===== src/design/itt_pkg.sv =====
// ----------------------------------------------------------------------------
// itt_pkg: shared definitions for the IR text tokenizer
// Token kinds, value class codes, keyword spellings and the records that travel
// from the byte scanner to the token formatter.
// ----------------------------------------------------------------------------
package itt_pkg;

	localparam int MAX_KW      = 18;
	localparam int KW_IDX_W    = 5;
	localparam int KW_BITS     = 8 * MAX_KW;
	localparam int LIT_LIMIT   = 32;
	localparam int POS_W       = 32;
	localparam int QDEPTH      = 4;
	localparam int QPTR_W      = 2;
	localparam int NUM_KW      = 101;

	localparam logic [6:0] K_EOF      = 7'd0;
	localparam logic [6:0] K_ERR      = 7'd1;
	localparam logic [6:0] K_LPAREN   = 7'd2;
	localparam logic [6:0] K_RPAREN   = 7'd3;
	localparam logic [6:0] K_LBRACE   = 7'd4;
	localparam logic [6:0] K_RBRACE   = 7'd5;
	localparam logic [6:0] K_LBRACK   = 7'd6;
	localparam logic [6:0] K_RBRACK   = 7'd7;
	localparam logic [6:0] K_COMMA    = 7'd8;
	localparam logic [6:0] K_EQUAL    = 7'd9;
	localparam logic [6:0] K_STAR     = 7'd10;
	localparam logic [6:0] K_COLON    = 7'd11;
	localparam logic [6:0] K_LESS     = 7'd12;
	localparam logic [6:0] K_GREATER  = 7'd13;
	localparam logic [6:0] K_ELLIPSIS = 7'd14;
	localparam logic [6:0] K_LOCAL    = 7'd15;
	localparam logic [6:0] K_GLOBAL   = 7'd16;
	localparam logic [6:0] K_INT      = 7'd17;
	localparam logic [6:0] K_FLOAT    = 7'd18;
	localparam logic [6:0] K_STRING   = 7'd19;
	localparam logic [6:0] K_META     = 7'd20;
	localparam logic [6:0] K_ATTR     = 7'd21;
	localparam logic [6:0] K_I1       = 7'd22;
	localparam logic [6:0] K_I8       = 7'd23;
	localparam logic [6:0] K_I16      = 7'd24;
	localparam logic [6:0] K_I32      = 7'd25;
	localparam logic [6:0] K_I64      = 7'd26;
	localparam logic [6:0] K_KW0      = 7'd27;

	localparam logic [1:0] VC_NONE = 2'd0;
	localparam logic [1:0] VC_INT  = 2'd1;
	localparam logic [1:0] VC_HEX  = 2'd2;

	localparam logic [63:0] SAT_CAP = 64'h8000_0000_0000_0000;

	localparam logic [KW_BITS-1:0] KW_TEXT [NUM_KW] = '{
		"define", "declare", "ret", "br", "label", "add", "sub", "mul", "sdiv",
		"srem", "urem", "and", "or", "xor", "shl", "lshr", "ashr", "fadd", "fsub",
		"fmul", "fdiv", "fneg", "icmp", "fcmp", "alloca", "load", "store",
		"getelementptr", "call", "phi", "select", "sext", "zext", "trunc",
		"bitcast", "ptrtoint", "inttoptr", "sitofp", "fptosi", "fpext", "fptrunc",
		"extractvalue", "insertvalue", "unreachable", "to", "align", "nsw", "nuw",
		"inbounds", "nonnull", "noundef", "signext", "zeroext", "nocapture",
		"readonly", "writeonly", "global", "constant", "external", "internal",
		"private", "common", {"linkonce", "_odr"}, {"dso", "_local"},
		{"unnamed", "_addr"}, {"local_", "unnamed", "_addr"}, "type", "opaque",
		"null", "undef",
		"zeroinitializer", "true", "false", "nnan", "ninf", "nsz", "void",
		"float", "double", "ptr", "eq", "ne", "sgt", "sge", "slt", "sle", "ugt",
		"uge", "ult", "ule", "oeq", "one", "ogt", "oge", "olt", "ole", "ord",
		"ueq", "une", "uno", "x"
	};

	typedef struct packed {
		logic [6:0]         kind;
		logic               lookup;
		logic [1:0]         vclass;
		logic               neg;
		logic [63:0]        acc;
		logic [POS_W-1:0]   start;
		logic [POS_W-1:0]   len;
		logic [POS_W-1:0]   line;
		logic [POS_W-1:0]   col;
		logic [KW_BITS-1:0] word;
	} tok_full_t;

	typedef struct packed {
		logic [6:0]       kind;
		logic [POS_W-1:0] start;
		logic [POS_W-1:0] len;
		logic [POS_W-1:0] line;
		logic [POS_W-1:0] col;
	} tok_short_t;

	typedef struct packed {
		logic       v0;
		logic       v1;
		tok_full_t  t0;
		tok_short_t t1;
	} qent_t;

	// The key holds the word right-aligned, so the match also checks its length.
	function automatic logic [6:0] kw_kind(input logic [KW_BITS-1:0] key);
		logic [6:0] k;
		k = K_LOCAL;
		for (int i = 0; i < NUM_KW; i++) begin
			if (key == KW_TEXT[i])
				k = K_KW0 + 7'(i);
		end
		if (key == KW_BITS'("i1"))  k = K_I1;
		if (key == KW_BITS'("i8"))  k = K_I8;
		if (key == KW_BITS'("i16")) k = K_I16;
		if (key == KW_BITS'("i32")) k = K_I32;
		if (key == KW_BITS'("i64")) k = K_I64;
		return k;
	endfunction

endpackage


===== src/design/ir_text_tokenizer_top.sv =====
// ----------------------------------------------------------------------------
// ir_text_tokenizer_top: streaming tokenizer for textual compiler IR
// Takes one source byte per transaction and delivers tokens with position,
// line, column and literal values.
// ----------------------------------------------------------------------------
// The block accepts one byte per clock cycle while its four-entry token queue
// has room. Each byte yields zero, one or two tokens; the formatter delivers
// one token per cycle while the output is not stalled, so a run of bytes that
// each yield two tokens is paced by the output side. A completed token passes
// through the token queue into the output register. End of text flushes the
// pending token, delivers an end-of-file token and restarts the counters.
module ir_text_tokenizer_top (
	input  logic               clk,
	input  logic               arst_n,
	input  logic               src_valid,
	output logic               src_stall,
	input  logic [7:0]         text_byte,
	input  logic               end_of_text,
	output logic               tok_valid,
	input  logic               tok_stall,
	output logic [6:0]         token_kind,
	output logic [31:0]        start_offset,
	output logic [31:0]        token_length,
	output logic [31:0]        token_line,
	output logic [31:0]        start_column,
	output logic signed [63:0] integer_value,
	output logic [63:0]        hex_bits,
	output logic               last_of_run
);

	itt_pkg::qent_t ent, head;
	logic push, pop, full, empty, take;

	assign src_stall = full;
	assign take      = src_valid && !full;

	itt_front u_front (
		.clk(clk), .arst_n(arst_n), .take(take), .text_byte(text_byte),
		.end_of_text(end_of_text), .push(push), .ent(ent)
	);

	itt_queue u_queue (
		.clk(clk), .arst_n(arst_n), .push(push), .wdata(ent), .pop(pop),
		.rdata(head), .full(full), .empty(empty)
	);

	itt_back u_back (
		.clk(clk), .arst_n(arst_n), .have(!empty), .head(head), .pop(pop),
		.tok_valid(tok_valid), .tok_stall(tok_stall), .token_kind(token_kind),
		.start_offset(start_offset), .token_length(token_length),
		.token_line(token_line), .start_column(start_column),
		.integer_value(integer_value), .hex_bits(hex_bits), .last_of_run(last_of_run)
	);

endmodule


===== src/design/itt_front.sv =====
// ----------------------------------------------------------------------------
// itt_front: byte scanner
// Runs the per-byte scan state machine, keeps position, line and column, and
// pushes the tokens each byte completes into the token queue.
// ----------------------------------------------------------------------------
module itt_front (
	input  logic                clk,
	input  logic                arst_n,
	input  logic                take,
	input  logic [7:0]          text_byte,
	input  logic                end_of_text,
	output logic                push,
	output itt_pkg::qent_t      ent
);

	localparam logic [4:0] M_IDLE = 5'd0, M_COMMENT = 5'd1, M_DOT1 = 5'd2, M_DOT2 = 5'd3,
		M_DOTID = 5'd4, M_META = 5'd5, M_ATTR = 5'd6, M_SIG0 = 5'd7, M_SIGRUN = 5'd8,
		M_QNAME = 5'd9, M_QNAME_ESC = 5'd10, M_STRING = 5'd11, M_STRING_ESC = 5'd12,
		M_C0 = 5'd13, M_IDENT = 5'd14, M_MINUS = 5'd15, M_ZERO = 5'd16, M_INT = 5'd17,
		M_HEX = 5'd18, M_FRAC = 5'd19, M_EXP0 = 5'd20, M_EXPD = 5'd21;

	localparam int PW = itt_pkg::POS_W;

	logic [PW-1:0] pos_q, line_q, col_q, start_q, sline_q, scol_q;
	logic [4:0]    mode_q;
	logic [63:0]   acc_q;
	logic [1:0]    flags_q;
	logic [7:0]    wbuf_q [itt_pkg::MAX_KW];

	logic [4:0]    n_mode;
	logic [63:0]   n_acc;
	logic [1:0]    n_flags;
	logic          set_start, wr_buf, took, fin;
	logic [4:0]    fmode;
	logic [PW-1:0] rel, cur_len;
	logic [itt_pkg::KW_BITS-1:0] wvec;
	logic [63:0]   acc_dec, acc_hx;
	logic [3:0]    dval, hval;
	logic          b_digit, b_alpha, b_word, b_hex;

	always_comb begin
		for (int k = 0; k < itt_pkg::MAX_KW; k++)
			wvec[(itt_pkg::MAX_KW-1-k)*8 +: 8] = wbuf_q[k];
	end

	assign b_digit = (text_byte >= "0") && (text_byte <= "9");
	assign b_alpha = ((text_byte | 8'h20) >= "a") && ((text_byte | 8'h20) <= "z");
	assign b_word  = b_alpha || b_digit || text_byte == "_" || text_byte == "."
		|| text_byte == "$";
	assign b_hex   = b_digit || (((text_byte | 8'h20) >= "a") && ((text_byte | 8'h20) <= "f"));
	assign dval    = text_byte[3:0];
	assign hval    = b_digit ? text_byte[3:0] : 4'(text_byte[3:0] + 4'd9);

	// Decimal accumulation saturates at 2^63; the limit is (2^63 - d) / 10.
	always_comb begin
		if (acc_q > ((dval == 4'd9) ? 64'd922337203685477579 : 64'd922337203685477580))
			acc_dec = itt_pkg::SAT_CAP;
		else
			acc_dec = (acc_q << 3) + (acc_q << 1) + 64'(dval);
		acc_hx = (acc_q > 64'h0FFF_FFFF_FFFF_FFFF) ? '1 : {acc_q[59:0], hval};
	end

	assign rel     = pos_q - start_q;
	assign cur_len = rel;

	function automatic itt_pkg::tok_full_t fin_tok(input logic [4:0] m, input logic [1:0] fl,
		input logic [PW-1:0] len, input logic [PW-1:0] st, input logic [PW-1:0] ln,
		input logic [PW-1:0] cl, input logic [63:0] acc,
		input logic [itt_pkg::KW_BITS-1:0] w);
		itt_pkg::tok_full_t t;
		t.kind = itt_pkg::K_LOCAL; t.lookup = 1'b0; t.vclass = itt_pkg::VC_NONE;
		t.neg = fl[1]; t.acc = acc; t.start = st; t.len = len; t.line = ln; t.col = cl;
		t.word = w;
		case (m)
			M_DOT1, M_MINUS: t.kind = itt_pkg::K_ERR;
			M_META:          t.kind = itt_pkg::K_META;
			M_ATTR:          t.kind = itt_pkg::K_ATTR;
			M_SIG0, M_SIGRUN, M_QNAME, M_QNAME_ESC:
				t.kind = fl[0] ? itt_pkg::K_GLOBAL : itt_pkg::K_LOCAL;
			M_STRING, M_STRING_ESC: t.kind = itt_pkg::K_STRING;
			M_C0, M_IDENT:   t.lookup = 1'b1;
			M_ZERO, M_INT: begin
				t.kind = itt_pkg::K_INT; t.vclass = itt_pkg::VC_INT;
			end
			M_HEX: begin
				t.kind = itt_pkg::K_FLOAT; t.vclass = itt_pkg::VC_HEX;
			end
			M_FRAC, M_EXP0, M_EXPD: t.kind = itt_pkg::K_FLOAT;
			default: t.kind = itt_pkg::K_LOCAL;
		endcase
		return t;
	endfunction

	always_comb begin
		n_mode = mode_q; n_acc = acc_q; n_flags = flags_q;
		set_start = 1'b0; wr_buf = 1'b0; took = 1'b0; fin = 1'b0;
		fmode = mode_q;
		ent = '0;
		ent.t0 = fin_tok(mode_q, flags_q, cur_len, start_q, sline_q, scol_q, acc_q, wvec);
		ent.t1.start = pos_q; ent.t1.line = line_q; ent.t1.col = col_q;
		ent.t1.len = PW'(1);
		if (end_of_text) begin
			ent.v0 = (mode_q != M_IDLE) && (mode_q != M_COMMENT);
			ent.v1 = 1'b1;
			ent.t1.kind = itt_pkg::K_EOF;
			ent.t1.len = '0;
		end else begin
			if (mode_q != M_IDLE) begin
				case (mode_q)
					M_COMMENT: begin
						took = text_byte != 8'h0A;
						fmode = M_IDLE;
					end
					M_DOT1: begin
						if (text_byte == ".") begin n_mode = M_DOT2; took = 1'b1; end
						else if (b_word) begin n_mode = M_DOTID; took = 1'b1; end
					end
					M_DOT2: begin
						if (text_byte == ".") begin
							ent.v0 = 1'b1;
							ent.t0.kind = itt_pkg::K_ELLIPSIS;
							ent.t0.len = PW'(3);
							n_mode = M_IDLE; took = 1'b1;
						end else if (b_word) begin n_mode = M_DOTID; took = 1'b1; end
					end
					M_DOTID, M_META, M_SIGRUN: took = b_word;
					M_ATTR: took = b_digit;
					M_SIG0: begin
						if (text_byte == 8'h22) begin n_mode = M_QNAME; took = 1'b1; end
						else if (b_word) begin n_mode = M_SIGRUN; took = 1'b1; end
					end
					M_QNAME, M_STRING: begin
						took = 1'b1;
						if (text_byte == 8'h22) begin
							ent.v0 = 1'b1;
							ent.t0.len = rel + PW'(1);
							n_mode = M_IDLE;
						end else if (text_byte == 8'h5C) begin
							n_mode = (mode_q == M_QNAME) ? M_QNAME_ESC : M_STRING_ESC;
						end
					end
					M_QNAME_ESC: begin n_mode = M_QNAME; took = 1'b1; end
					M_STRING_ESC: begin n_mode = M_STRING; took = 1'b1; end
					M_C0: begin
						if (text_byte == 8'h22) begin n_mode = M_STRING; took = 1'b1; end
						else if (b_word) begin
							wr_buf = 1'b1; n_mode = M_IDENT; took = 1'b1;
						end
					end
					M_IDENT: begin
						wr_buf = b_word; took = b_word;
					end
					M_MINUS: begin
						if (b_digit) begin n_acc = acc_dec; n_mode = M_INT; took = 1'b1; end
					end
					M_ZERO, M_INT: begin
						fmode = M_INT;
						if (mode_q == M_ZERO && (text_byte == "x" || text_byte == "X")) begin
							n_mode = M_HEX; took = 1'b1;
						end else if (b_digit) begin
							n_acc = acc_dec; n_mode = M_INT; took = 1'b1;
						end else if (text_byte == ".") begin
							n_mode = M_FRAC; took = 1'b1;
						end else if (text_byte == "e" || text_byte == "E") begin
							n_mode = M_EXP0; took = 1'b1;
						end
					end
					M_HEX: begin
						if (b_hex) begin n_acc = acc_hx; took = 1'b1; end
					end
					M_FRAC: begin
						if (b_digit) took = 1'b1;
						else if (text_byte == "e" || text_byte == "E") begin
							n_mode = M_EXP0; took = 1'b1;
						end
					end
					M_EXP0: begin
						if (text_byte == "+" || text_byte == "-" || b_digit) begin
							n_mode = M_EXPD; took = 1'b1;
						end
					end
					M_EXPD: took = b_digit;
					default: fmode = M_IDLE;
				endcase
				if (!took) begin
					fin = (fmode != M_IDLE) && (fmode != M_COMMENT);
					ent.v0 = fin;
					ent.t0 = fin_tok(fmode, flags_q, cur_len, start_q, sline_q, scol_q,
						acc_q, wvec);
					n_mode = M_IDLE;
				end
			end
			// A byte not taken by the pending token is skipped or begins a comment or token.
			if (mode_q == M_IDLE || !took) begin
				case (text_byte)
					" ", 8'h09, 8'h0D, 8'h0A: n_mode = M_IDLE;
					";": n_mode = M_COMMENT;
					"(": begin ent.v1 = 1'b1; ent.t1.kind = itt_pkg::K_LPAREN; end
					")": begin ent.v1 = 1'b1; ent.t1.kind = itt_pkg::K_RPAREN; end
					"{": begin ent.v1 = 1'b1; ent.t1.kind = itt_pkg::K_LBRACE; end
					"}": begin ent.v1 = 1'b1; ent.t1.kind = itt_pkg::K_RBRACE; end
					"[": begin ent.v1 = 1'b1; ent.t1.kind = itt_pkg::K_LBRACK; end
					"]": begin ent.v1 = 1'b1; ent.t1.kind = itt_pkg::K_RBRACK; end
					",": begin ent.v1 = 1'b1; ent.t1.kind = itt_pkg::K_COMMA; end
					"=": begin ent.v1 = 1'b1; ent.t1.kind = itt_pkg::K_EQUAL; end
					"*": begin ent.v1 = 1'b1; ent.t1.kind = itt_pkg::K_STAR; end
					":": begin ent.v1 = 1'b1; ent.t1.kind = itt_pkg::K_COLON; end
					"<": begin ent.v1 = 1'b1; ent.t1.kind = itt_pkg::K_LESS; end
					">": begin ent.v1 = 1'b1; ent.t1.kind = itt_pkg::K_GREATER; end
					default: begin
						set_start = 1'b1;
						n_acc = '0;
						n_flags = '0;
						n_mode = M_IDLE;
						if (text_byte == ".") n_mode = M_DOT1;
						else if (text_byte == "!") n_mode = M_META;
						else if (text_byte == "#") n_mode = M_ATTR;
						else if (text_byte == "%") n_mode = M_SIG0;
						else if (text_byte == "@") begin n_flags = 2'b01; n_mode = M_SIG0; end
						else if (text_byte == 8'h22) n_mode = M_STRING;
						else if (text_byte == "c") begin wr_buf = 1'b1; n_mode = M_C0; end
						else if (text_byte == "-") begin n_flags = 2'b10; n_mode = M_MINUS; end
						else if (text_byte == "0") n_mode = M_ZERO;
						else if (b_digit) begin n_acc = 64'(dval); n_mode = M_INT; end
						else if (b_alpha || text_byte == "_") begin
							wr_buf = 1'b1; n_mode = M_IDENT;
						end else begin
							ent.v1 = 1'b1; ent.t1.kind = itt_pkg::K_ERR;
						end
					end
				endcase
			end
		end
	end

	assign push = take && (ent.v0 || ent.v1);

	always_ff @(posedge clk or negedge arst_n) begin
		if (!arst_n) begin
			pos_q <= '0; line_q <= PW'(1); col_q <= PW'(1);
			start_q <= '0; sline_q <= PW'(1); scol_q <= PW'(1);
			mode_q <= M_IDLE; acc_q <= '0; flags_q <= '0;
		end else if (take) begin
			if (end_of_text) begin
				pos_q <= '0; line_q <= PW'(1); col_q <= PW'(1);
				start_q <= '0; sline_q <= PW'(1); scol_q <= PW'(1);
				mode_q <= M_IDLE; acc_q <= '0; flags_q <= '0;
			end else begin
				pos_q <= pos_q + PW'(1);
				if (text_byte == 8'h0A) begin
					line_q <= line_q + PW'(1); col_q <= PW'(1);
				end else begin
					col_q <= col_q + PW'(1);
				end
				if (set_start) begin
					start_q <= pos_q; sline_q <= line_q; scol_q <= col_q;
				end
				mode_q <= n_mode; acc_q <= n_acc; flags_q <= n_flags;
			end
		end
	end

	// Word bytes land at their offset from the token start; a new token starts at 0.
	always_ff @(posedge clk) begin
		if (take && !end_of_text && wr_buf) begin
			if (set_start)
				wbuf_q[0] <= text_byte;
			else if (rel < PW'(itt_pkg::MAX_KW))
				wbuf_q[rel[itt_pkg::KW_IDX_W-1:0]] <= text_byte;
		end
	end

endmodule


===== src/design/itt_queue.sv =====
// ----------------------------------------------------------------------------
// itt_queue: token queue
// A short first-in first-out queue of per-byte token groups between the
// scanner and the formatter.
// ----------------------------------------------------------------------------
module itt_queue (
	input  logic           clk,
	input  logic           arst_n,
	input  logic           push,
	input  itt_pkg::qent_t wdata,
	input  logic           pop,
	output itt_pkg::qent_t rdata,
	output logic           full,
	output logic           empty
);

	itt_pkg::qent_t             mem_q [itt_pkg::QDEPTH];
	logic [itt_pkg::QPTR_W-1:0] wp_q, rp_q;
	logic [itt_pkg::QPTR_W:0]   cnt_q;

	assign full  = cnt_q == (itt_pkg::QPTR_W+1)'(itt_pkg::QDEPTH);
	assign empty = cnt_q == '0;
	assign rdata = mem_q[rp_q];

	always_ff @(posedge clk) begin
		if (push)
			mem_q[wp_q] <= wdata;
	end

	always_ff @(posedge clk or negedge arst_n) begin
		if (!arst_n) begin
			wp_q <= '0; rp_q <= '0; cnt_q <= '0;
		end else begin
			if (push) wp_q <= wp_q + 1'b1;
			if (pop) rp_q <= rp_q + 1'b1;
			if (push && !pop) cnt_q <= cnt_q + 1'b1;
			else if (pop && !push) cnt_q <= cnt_q - 1'b1;
		end
	end

endmodule


===== src/design/itt_back.sv =====
// ----------------------------------------------------------------------------
// itt_back: token formatter
// Resolves keywords and integer types, finishes literal values and presents
// one token at a time in the output register.
// ----------------------------------------------------------------------------
module itt_back (
	input  logic                 clk,
	input  logic                 arst_n,
	input  logic                 have,
	input  itt_pkg::qent_t       head,
	output logic                 pop,
	output logic                 tok_valid,
	input  logic                 tok_stall,
	output logic [6:0]           token_kind,
	output logic [31:0]          start_offset,
	output logic [31:0]          token_length,
	output logic [31:0]          token_line,
	output logic [31:0]          start_column,
	output logic signed [63:0]   integer_value,
	output logic [63:0]          hex_bits,
	output logic                 last_of_run
);

	logic        second_q, load, sel1, last;
	logic [6:0]  kind;
	logic [63:0] ival, hbits;
	logic [itt_pkg::KW_IDX_W-1:0] sh;
	logic [itt_pkg::KW_BITS-1:0]  key;
	itt_pkg::tok_full_t t0;

	assign t0   = head.t0;
	assign sel1 = second_q || !head.v0;
	assign last = sel1 || !head.v1;
	assign load = have && (!tok_valid || !tok_stall);
	assign pop  = load && last;

	assign sh  = itt_pkg::KW_IDX_W'(itt_pkg::MAX_KW) - t0.len[itt_pkg::KW_IDX_W-1:0];
	assign key = t0.word >> {sh, 3'b000};

	always_comb begin
		kind = t0.kind;
		if (t0.lookup) begin
			if (t0.len == '0 || t0.len > 32'(itt_pkg::MAX_KW))
				kind = itt_pkg::K_LOCAL;
			else
				kind = itt_pkg::kw_kind(key);
		end
		ival = '0;
		hbits = '0;
		if (t0.vclass == itt_pkg::VC_INT && t0.len < 32'(itt_pkg::LIT_LIMIT)) begin
			if (t0.neg)
				ival = (t0.acc >= itt_pkg::SAT_CAP) ? itt_pkg::SAT_CAP : 64'(-t0.acc);
			else
				ival = (t0.acc >= itt_pkg::SAT_CAP) ? itt_pkg::SAT_CAP - 64'd1 : t0.acc;
		end
		if (t0.vclass == itt_pkg::VC_HEX && t0.len >= 32'd2
			&& (t0.len - 32'd2) < 32'(itt_pkg::LIT_LIMIT))
			hbits = t0.acc;
	end

	always_ff @(posedge clk or negedge arst_n) begin
		if (!arst_n) begin
			tok_valid <= 1'b0;
			second_q  <= 1'b0;
		end else begin
			if (load) begin
				tok_valid <= 1'b1;
				second_q  <= !last;
			end else if (!tok_stall) begin
				tok_valid <= 1'b0;
			end
		end
	end

	always_ff @(posedge clk) begin
		if (load) begin
			last_of_run <= last;
			if (sel1) begin
				token_kind    <= head.t1.kind;
				start_offset  <= head.t1.start;
				token_length  <= head.t1.len;
				token_line    <= head.t1.line;
				start_column  <= head.t1.col;
				integer_value <= '0;
				hex_bits      <= '0;
			end else begin
				token_kind    <= kind;
				start_offset  <= t0.start;
				token_length  <= t0.len;
				token_line    <= t0.line;
				start_column  <= t0.col;
				integer_value <= ival;
				hex_bits      <= hbits;
			end
		end
	end

endmodule

===== config.mk =====
export PLATFORM = sky130hd
export DESIGN_NAME = ir_text_tokenizer_top
export DESIGN_NICKNAME = d
export VERILOG_FILES = /design/src/design/itt_pkg.sv /design/src/design/ir_text_tokenizer_top.sv /design/src/design/itt_front.sv /design/src/design/itt_queue.sv /design/src/design/itt_back.sv
export SDC_FILE = /design/constraint.sdc
export NUM_CORES = 2
export LEC_CHECK = 0
export ABC_CLOCK_PERIOD_IN_PS = 36300
export BUFFER_PORTS_ARGS = -buffer_cell sky130_fd_sc_hd__buf_2
export CORE_MARGIN = 2
export CORE_UTILIZATION = 55
export CTS_BUF_LIST = sky130_fd_sc_hd__clkbuf_16
export CTS_CLUSTER_SIZE = 25
export DETAILED_ROUTE_END_ITERATION = 6
export PLACE_DENSITY = 0.71
export SLEW_MARGIN = 20
export SYNTH_ARGS = -nofsm -noshare
export SYNTH_HDL_FRONTEND = slang
export SYNTH_SLANG_ARGS = --single-unit

===== constraint.sdc =====
create_clock -name clk -period 36.3 [get_ports clk]
set_input_delay 7.26 -clock clk [delete_from_list [all_inputs] [get_ports clk]]
set_output_delay 7.26 -clock clk [all_outputs]
set_load 0.01 [all_outputs]

==> metrics.log <==
INFO  metric drcViolationCount = 4
INFO  metric timing.max_slew.rel_slack = 0.148
INFO  metric synth.top_cell.area_share = 0.569
INFO  metric placeableCoreArea = around 0.21 mm2
INFO  metric timing.clock.skew = about 0.072 ns
INFO  metric cts_inserted_buffers = around 240
INFO  metric synth-async-reset-ratio = 0.110
INFO  metric timing.hold.worst.class = register to register
INFO  metric setup_violations = 0
INFO  metric critPathRequiredTime = 36.78 ns
INFO  metric clock_tree_buffer_depth = 3
INFO  metric die_height = 463 um
INFO  metric final.setup.tns = 0 ns
INFO  metric cts-root-buf = sky130_fd_sc_hd__clkbuf_16
INFO  metric post_drt_via_cell_ratio = 6.77
INFO  metric synth_cell_type_count = 107
INFO  metric fillers = between 15,000 and 20,000
INFO  metric run_status = finished, violations left
INFO  metric hold_buffers = 0
INFO  metric htreeDepth = 4
INFO  metric worst_r2r_path_depth = 21
INFO  metric final_period_minus_worst_setup_slack = about 15 ns
INFO  metric grt_pass1_wl = 509 mm
INFO  metric finalNetCount = between 8,000 and 9,000
INFO  metric ys_top_cells_by_area = sky130_fd_sc_hd__edfxtp_1 (57%), sky130_fd_sc_hd__mux4_2 (10%), sky130_fd_sc_hd__dfrtp_1 (5.8%), sky130_fd_sc_hd__nor2_1 (2.0%), sky130_fd_sc_hd__mux2_2 (2.0%)
INFO  metric instance_count_of_the_mapped_netlist = 7,903
INFO  metric place.gp.congestion = 1.06
INFO  metric core.rowCount = 168
INFO  metric tritoncts = built
INFO  metric rsz0062_at_grt = no
INFO  metric worst_skew_pair.late_latency = 0.92 ns
INFO  metric drt_pass1_iterations = 7
INFO  metric clock_sinks = roughly 2,500
INFO  metric grt_start_max_net_pins = 157
INFO  metric synth.largest_area_cell = sky130_fd_sc_hd__edfxtp_1
INFO  metric final_hold_viol_count = 0
INFO  metric synthesis.area = 0.116 mm2
INFO  metric track_usage = 0.321
INFO  metric grt_antenna_before_repair = 9
INFO  metric post-route-period-util = 0.401
INFO  metric cap_viol_max_count = 0
INFO  metric predominant_post_synthesis_flop_cell = sky130_fd_sc_hd__edfxtp_1
INFO  metric chipWidth = between 400 and 500 um
INFO  metric final_layout_size_suffix_gt1_frac = 0.199
INFO  metric global_route_overflow = 0
INFO  metric clk_transition_reported_paths = roughly 0.06 ns
INFO  metric worstMarginPinSlew = 1.26 ns
INFO  metric fp.dieArea = 0.215 mm2
INFO  metric violations = design-rule violations
INFO  metric num_vias = 75,800
INFO  metric arrival = 15.04 ns
INFO  metric report.final.slew_viol_count = 0
INFO  metric timing_worst_setup_path_type = input pin to register
INFO  metric number_of_top_level_design_ports = roughly 280
INFO  metric synth.ff_latch_count = 2,472
INFO  metric starting_utilization_of_the_core_area = 0.554
INFO  metric synth_fp_nets = 8,093
INFO  metric detailedPlacementHpwl = 236 mm
INFO  metric wl = 347 mm
INFO  metric synth_edf_count = 2,200
INFO  metric cts_repair_resize_count = 0
INFO  metric maximum_frequency_from_static_timing_analysis = about 0.07 GHz
INFO  metric drt-initial-drc-count = approximately 11,000
INFO  metric port_buffers = 278
INFO  metric postSynthAreaPerCell = 14.7 um2
INFO  metric area.growth.synth_to_final = 11.0%
INFO  metric synth_sequential_area_ratio = 0.628
INFO  metric antenna_violating_nets_post_route = 0
INFO  metric critical_path_capture_point_type = register
INFO  metric crit_path_max_fanout = 140
INFO  metric synth-warning-count = 0
INFO  metric timing.critical_path.from_type = input pin
INFO  metric via_count_of_the_first_global_routing_pass = 73,100
INFO  metric post-cts-setup-buffers = 0
INFO  metric routed_wire_length_per_instance = slightly above 30 um
INFO  metric min_path_cells = 0
-- cells in the mapped netlist, drive strengths merged, types with 48 or more instances --
cell type / instances
a22o: 103
buf: 163
xnor2: 102
nor3: 231
o21ai: 280
nand2: 422
and2: 130
nor2: 615
and3: 73
ha: 173
nand3: 189
a21o: 57
nor4: 103
o32ai: 48
o22ai: 68
mux4: 537
dfrtp: 268
nor2b: 69
a31oi: 60
nand2b: 54
or3: 81
clkbuf: 244
a21oi: 265
mux2i: 146
edfxtp: 2200
xor2: 112
nor3b: 48
inv: 111
mux2: 208
nand4: 111
-- cells in the final DEF, fill, tap and decap left out, types with 57 or more instances in the layout --
| cell | count |
|---|---|
| sky130_fd_sc_hd__edfxtp_1 | 2200 |
| sky130_fd_sc_hd__o21ai_0 | 272 |
| sky130_fd_sc_hd__nor2b_1 | 68 |
| sky130_fd_sc_hd__or3_1 | 80 |
| sky130_fd_sc_hd__o22ai_1 | 68 |
| sky130_fd_sc_hd__xnor2_1 | 99 |
| sky130_fd_sc_hd__a21o_1 | 57 |
| sky130_fd_sc_hd__nor2_1 | 608 |
| sky130_fd_sc_hd__mux2i_1 | 144 |
| sky130_fd_sc_hd__mux2_2 | 204 |
| sky130_fd_sc_hd__clkinv_1 | 58 |
| sky130_fd_sc_hd__nand3_1 | 185 |
| sky130_fd_sc_hd__nor4_1 | 83 |
| sky130_fd_sc_hd__buf_2 | 277 |
| sky130_fd_sc_hd__and3_1 | 73 |
| sky130_fd_sc_hd__dfrtp_1 | 266 |
| sky130_fd_sc_hd__a22o_1 | 103 |
| sky130_fd_sc_hd__a21oi_1 | 261 |
| sky130_fd_sc_hd__a31oi_1 | 58 |
| sky130_fd_sc_hd__xor2_1 | 110 |
| sky130_fd_sc_hd__mux4_2 | 537 |
| sky130_fd_sc_hd__inv_1 | 154 |
| sky130_fd_sc_hd__and2_1 | 126 |
| sky130_fd_sc_hd__buf_4 | 140 |
| sky130_fd_sc_hd__clkbuf_16 | 242 |
| sky130_fd_sc_hd__nand2_1 | 418 |
| sky130_fd_sc_hd__ha_1 | 172 |
| sky130_fd_sc_hd__nand4_1 | 111 |
| sky130_fd_sc_hd__nor3_1 | 222 |
-- metrics by stage --
step                      setup slack (ns)  hold slack [ns]  utilization  std cells  cell area [um2]
after floorplan                      13.54            0.456            -       7903           116000
after global placement               20.90            0.465        0.576      10700           121000
after detailed placement             20.84            0.482        0.576      10700           121000
after CTS                            21.76            0.462        0.614      11200           129000
after global routing                 21.21            0.475        0.614      11200           129000
final                                21.75            0.465        0.614      11200           129000
-- cell type report --
cell class / count / area [um2] / share of cell area
sequential: 2472 / 72900 / 0.566
multi-input combinational: 4909 / 41200 / 0.320
clock buffer: 242 / 6060 / 0.0470
tap: 2805 / 3510 / 0.0273
timing repair buffer: 431 / 2700 / 0.0209
clock inverter: 213 / 1920 / 0.0149
inverter: 115 / 442 / 0.00343
antenna: 6 / 15.0 / 0.000117
-- cells by family after synthesis --
group,share of synthesized area
XOR/XNOR,0.0162
multiplexers,0.137
buffers and inverters,0.0198
AND/OR/NAND/NOR,0.103
adder cells (fa/ha/maj),0.0193
flip-flops,0.628
AO/OA/AOI/OAI,0.0760
-- critical path, stage by stage --
cell                        delay, ns
sky130_fd_sc_hd__buf_2           0.08
sky130_fd_sc_hd__buf_4           0.42
sky130_fd_sc_hd__inv_1           0.16
sky130_fd_sc_hd__ha_1            0.39
sky130_fd_sc_hd__o311ai_0        0.50
sky130_fd_sc_hd__and2_1          0.23
sky130_fd_sc_hd__buf_4           0.40
sky130_fd_sc_hd__nor2_1          0.33
sky130_fd_sc_hd__a2111oi_2       0.44
sky130_fd_sc_hd__buf_4           0.33
sky130_fd_sc_hd__or3_1           0.17
sky130_fd_sc_hd__a21oi_1         0.06
sky130_fd_sc_hd__a21oi_1         0.37
sky130_fd_sc_hd__nor2_1          0.07
sky130_fd_sc_hd__nor2_1          0.43
sky130_fd_sc_hd__and2_4          0.89
sky130_fd_sc_hd__buf_4           0.79
sky130_fd_sc_hd__buf_12          0.65
sky130_fd_sc_hd__buf_4           0.81
-- layer usage --
metal / global-route usage / vias to the layer above / routed length, um
met5: 0 / - / 56
met3: 0.0571 / 755 / 31900
li1: - / 32100 / -
met2: 0.484 / 4340 / 158000
met1: 0.460 / 38600 / 140000
met4: 0.141 / 8 / 17400
-- path summary, 6_finish.rpt --
path / to / slack (ns) / from
max: u_queue.mem_q[1][435]$_DFFE_PP_ / 21.75 / text_byte[0]
min: u_queue.mem_q[2][224]$_DFFE_PP_ / 0.46 / u_front.wbuf_q[2][0]$_DFFE_PP_
max in group asynchronous: u_front.scol_q[25]$_DFFE_PN0P_ / 27.53 / arst_n
max reg2reg: u_back.token_kind[0]$_DFFE_PP_ / 25.82 / u_queue.rp_q[1]$_DFFE_PN0P_
min in group asynchronous: u_front.acc_q[27]$_DFFE_PN0P_ / 6.37 / arst_n
min reg2reg: u_queue.mem_q[2][224]$_DFFE_PP_ / 0.46 / u_front.wbuf_q[2][0]$_DFFE_PP_
-- sequential cells by signal, indices dropped and copies added, names as in the netlist, 2 cells and up --
name,count
u_back.hex_bits,64
u_back.integer_value,64
u_back.start_column,32
u_back.start_offset,32
u_back.token_kind,7
u_back.token_length,32
u_back.token_line,32
u_front.acc_q,64
u_front.col_q,32
u_front.flags_q,2
u_front.line_q,32
u_front.mode_q,5
u_front.pos_q,32
u_front.scol_q,32
u_front.sline_q,32
u_front.start_q,32
u_front.wbuf_q,144
u_queue.cnt_q,3
u_queue.mem_q,1792
u_queue.rp_q,2
u_queue.wp_q,2
Power is left out: the tool's default activity adds up to more than one toggle a clock period on the data nets, which glitch-free logic cannot reach.
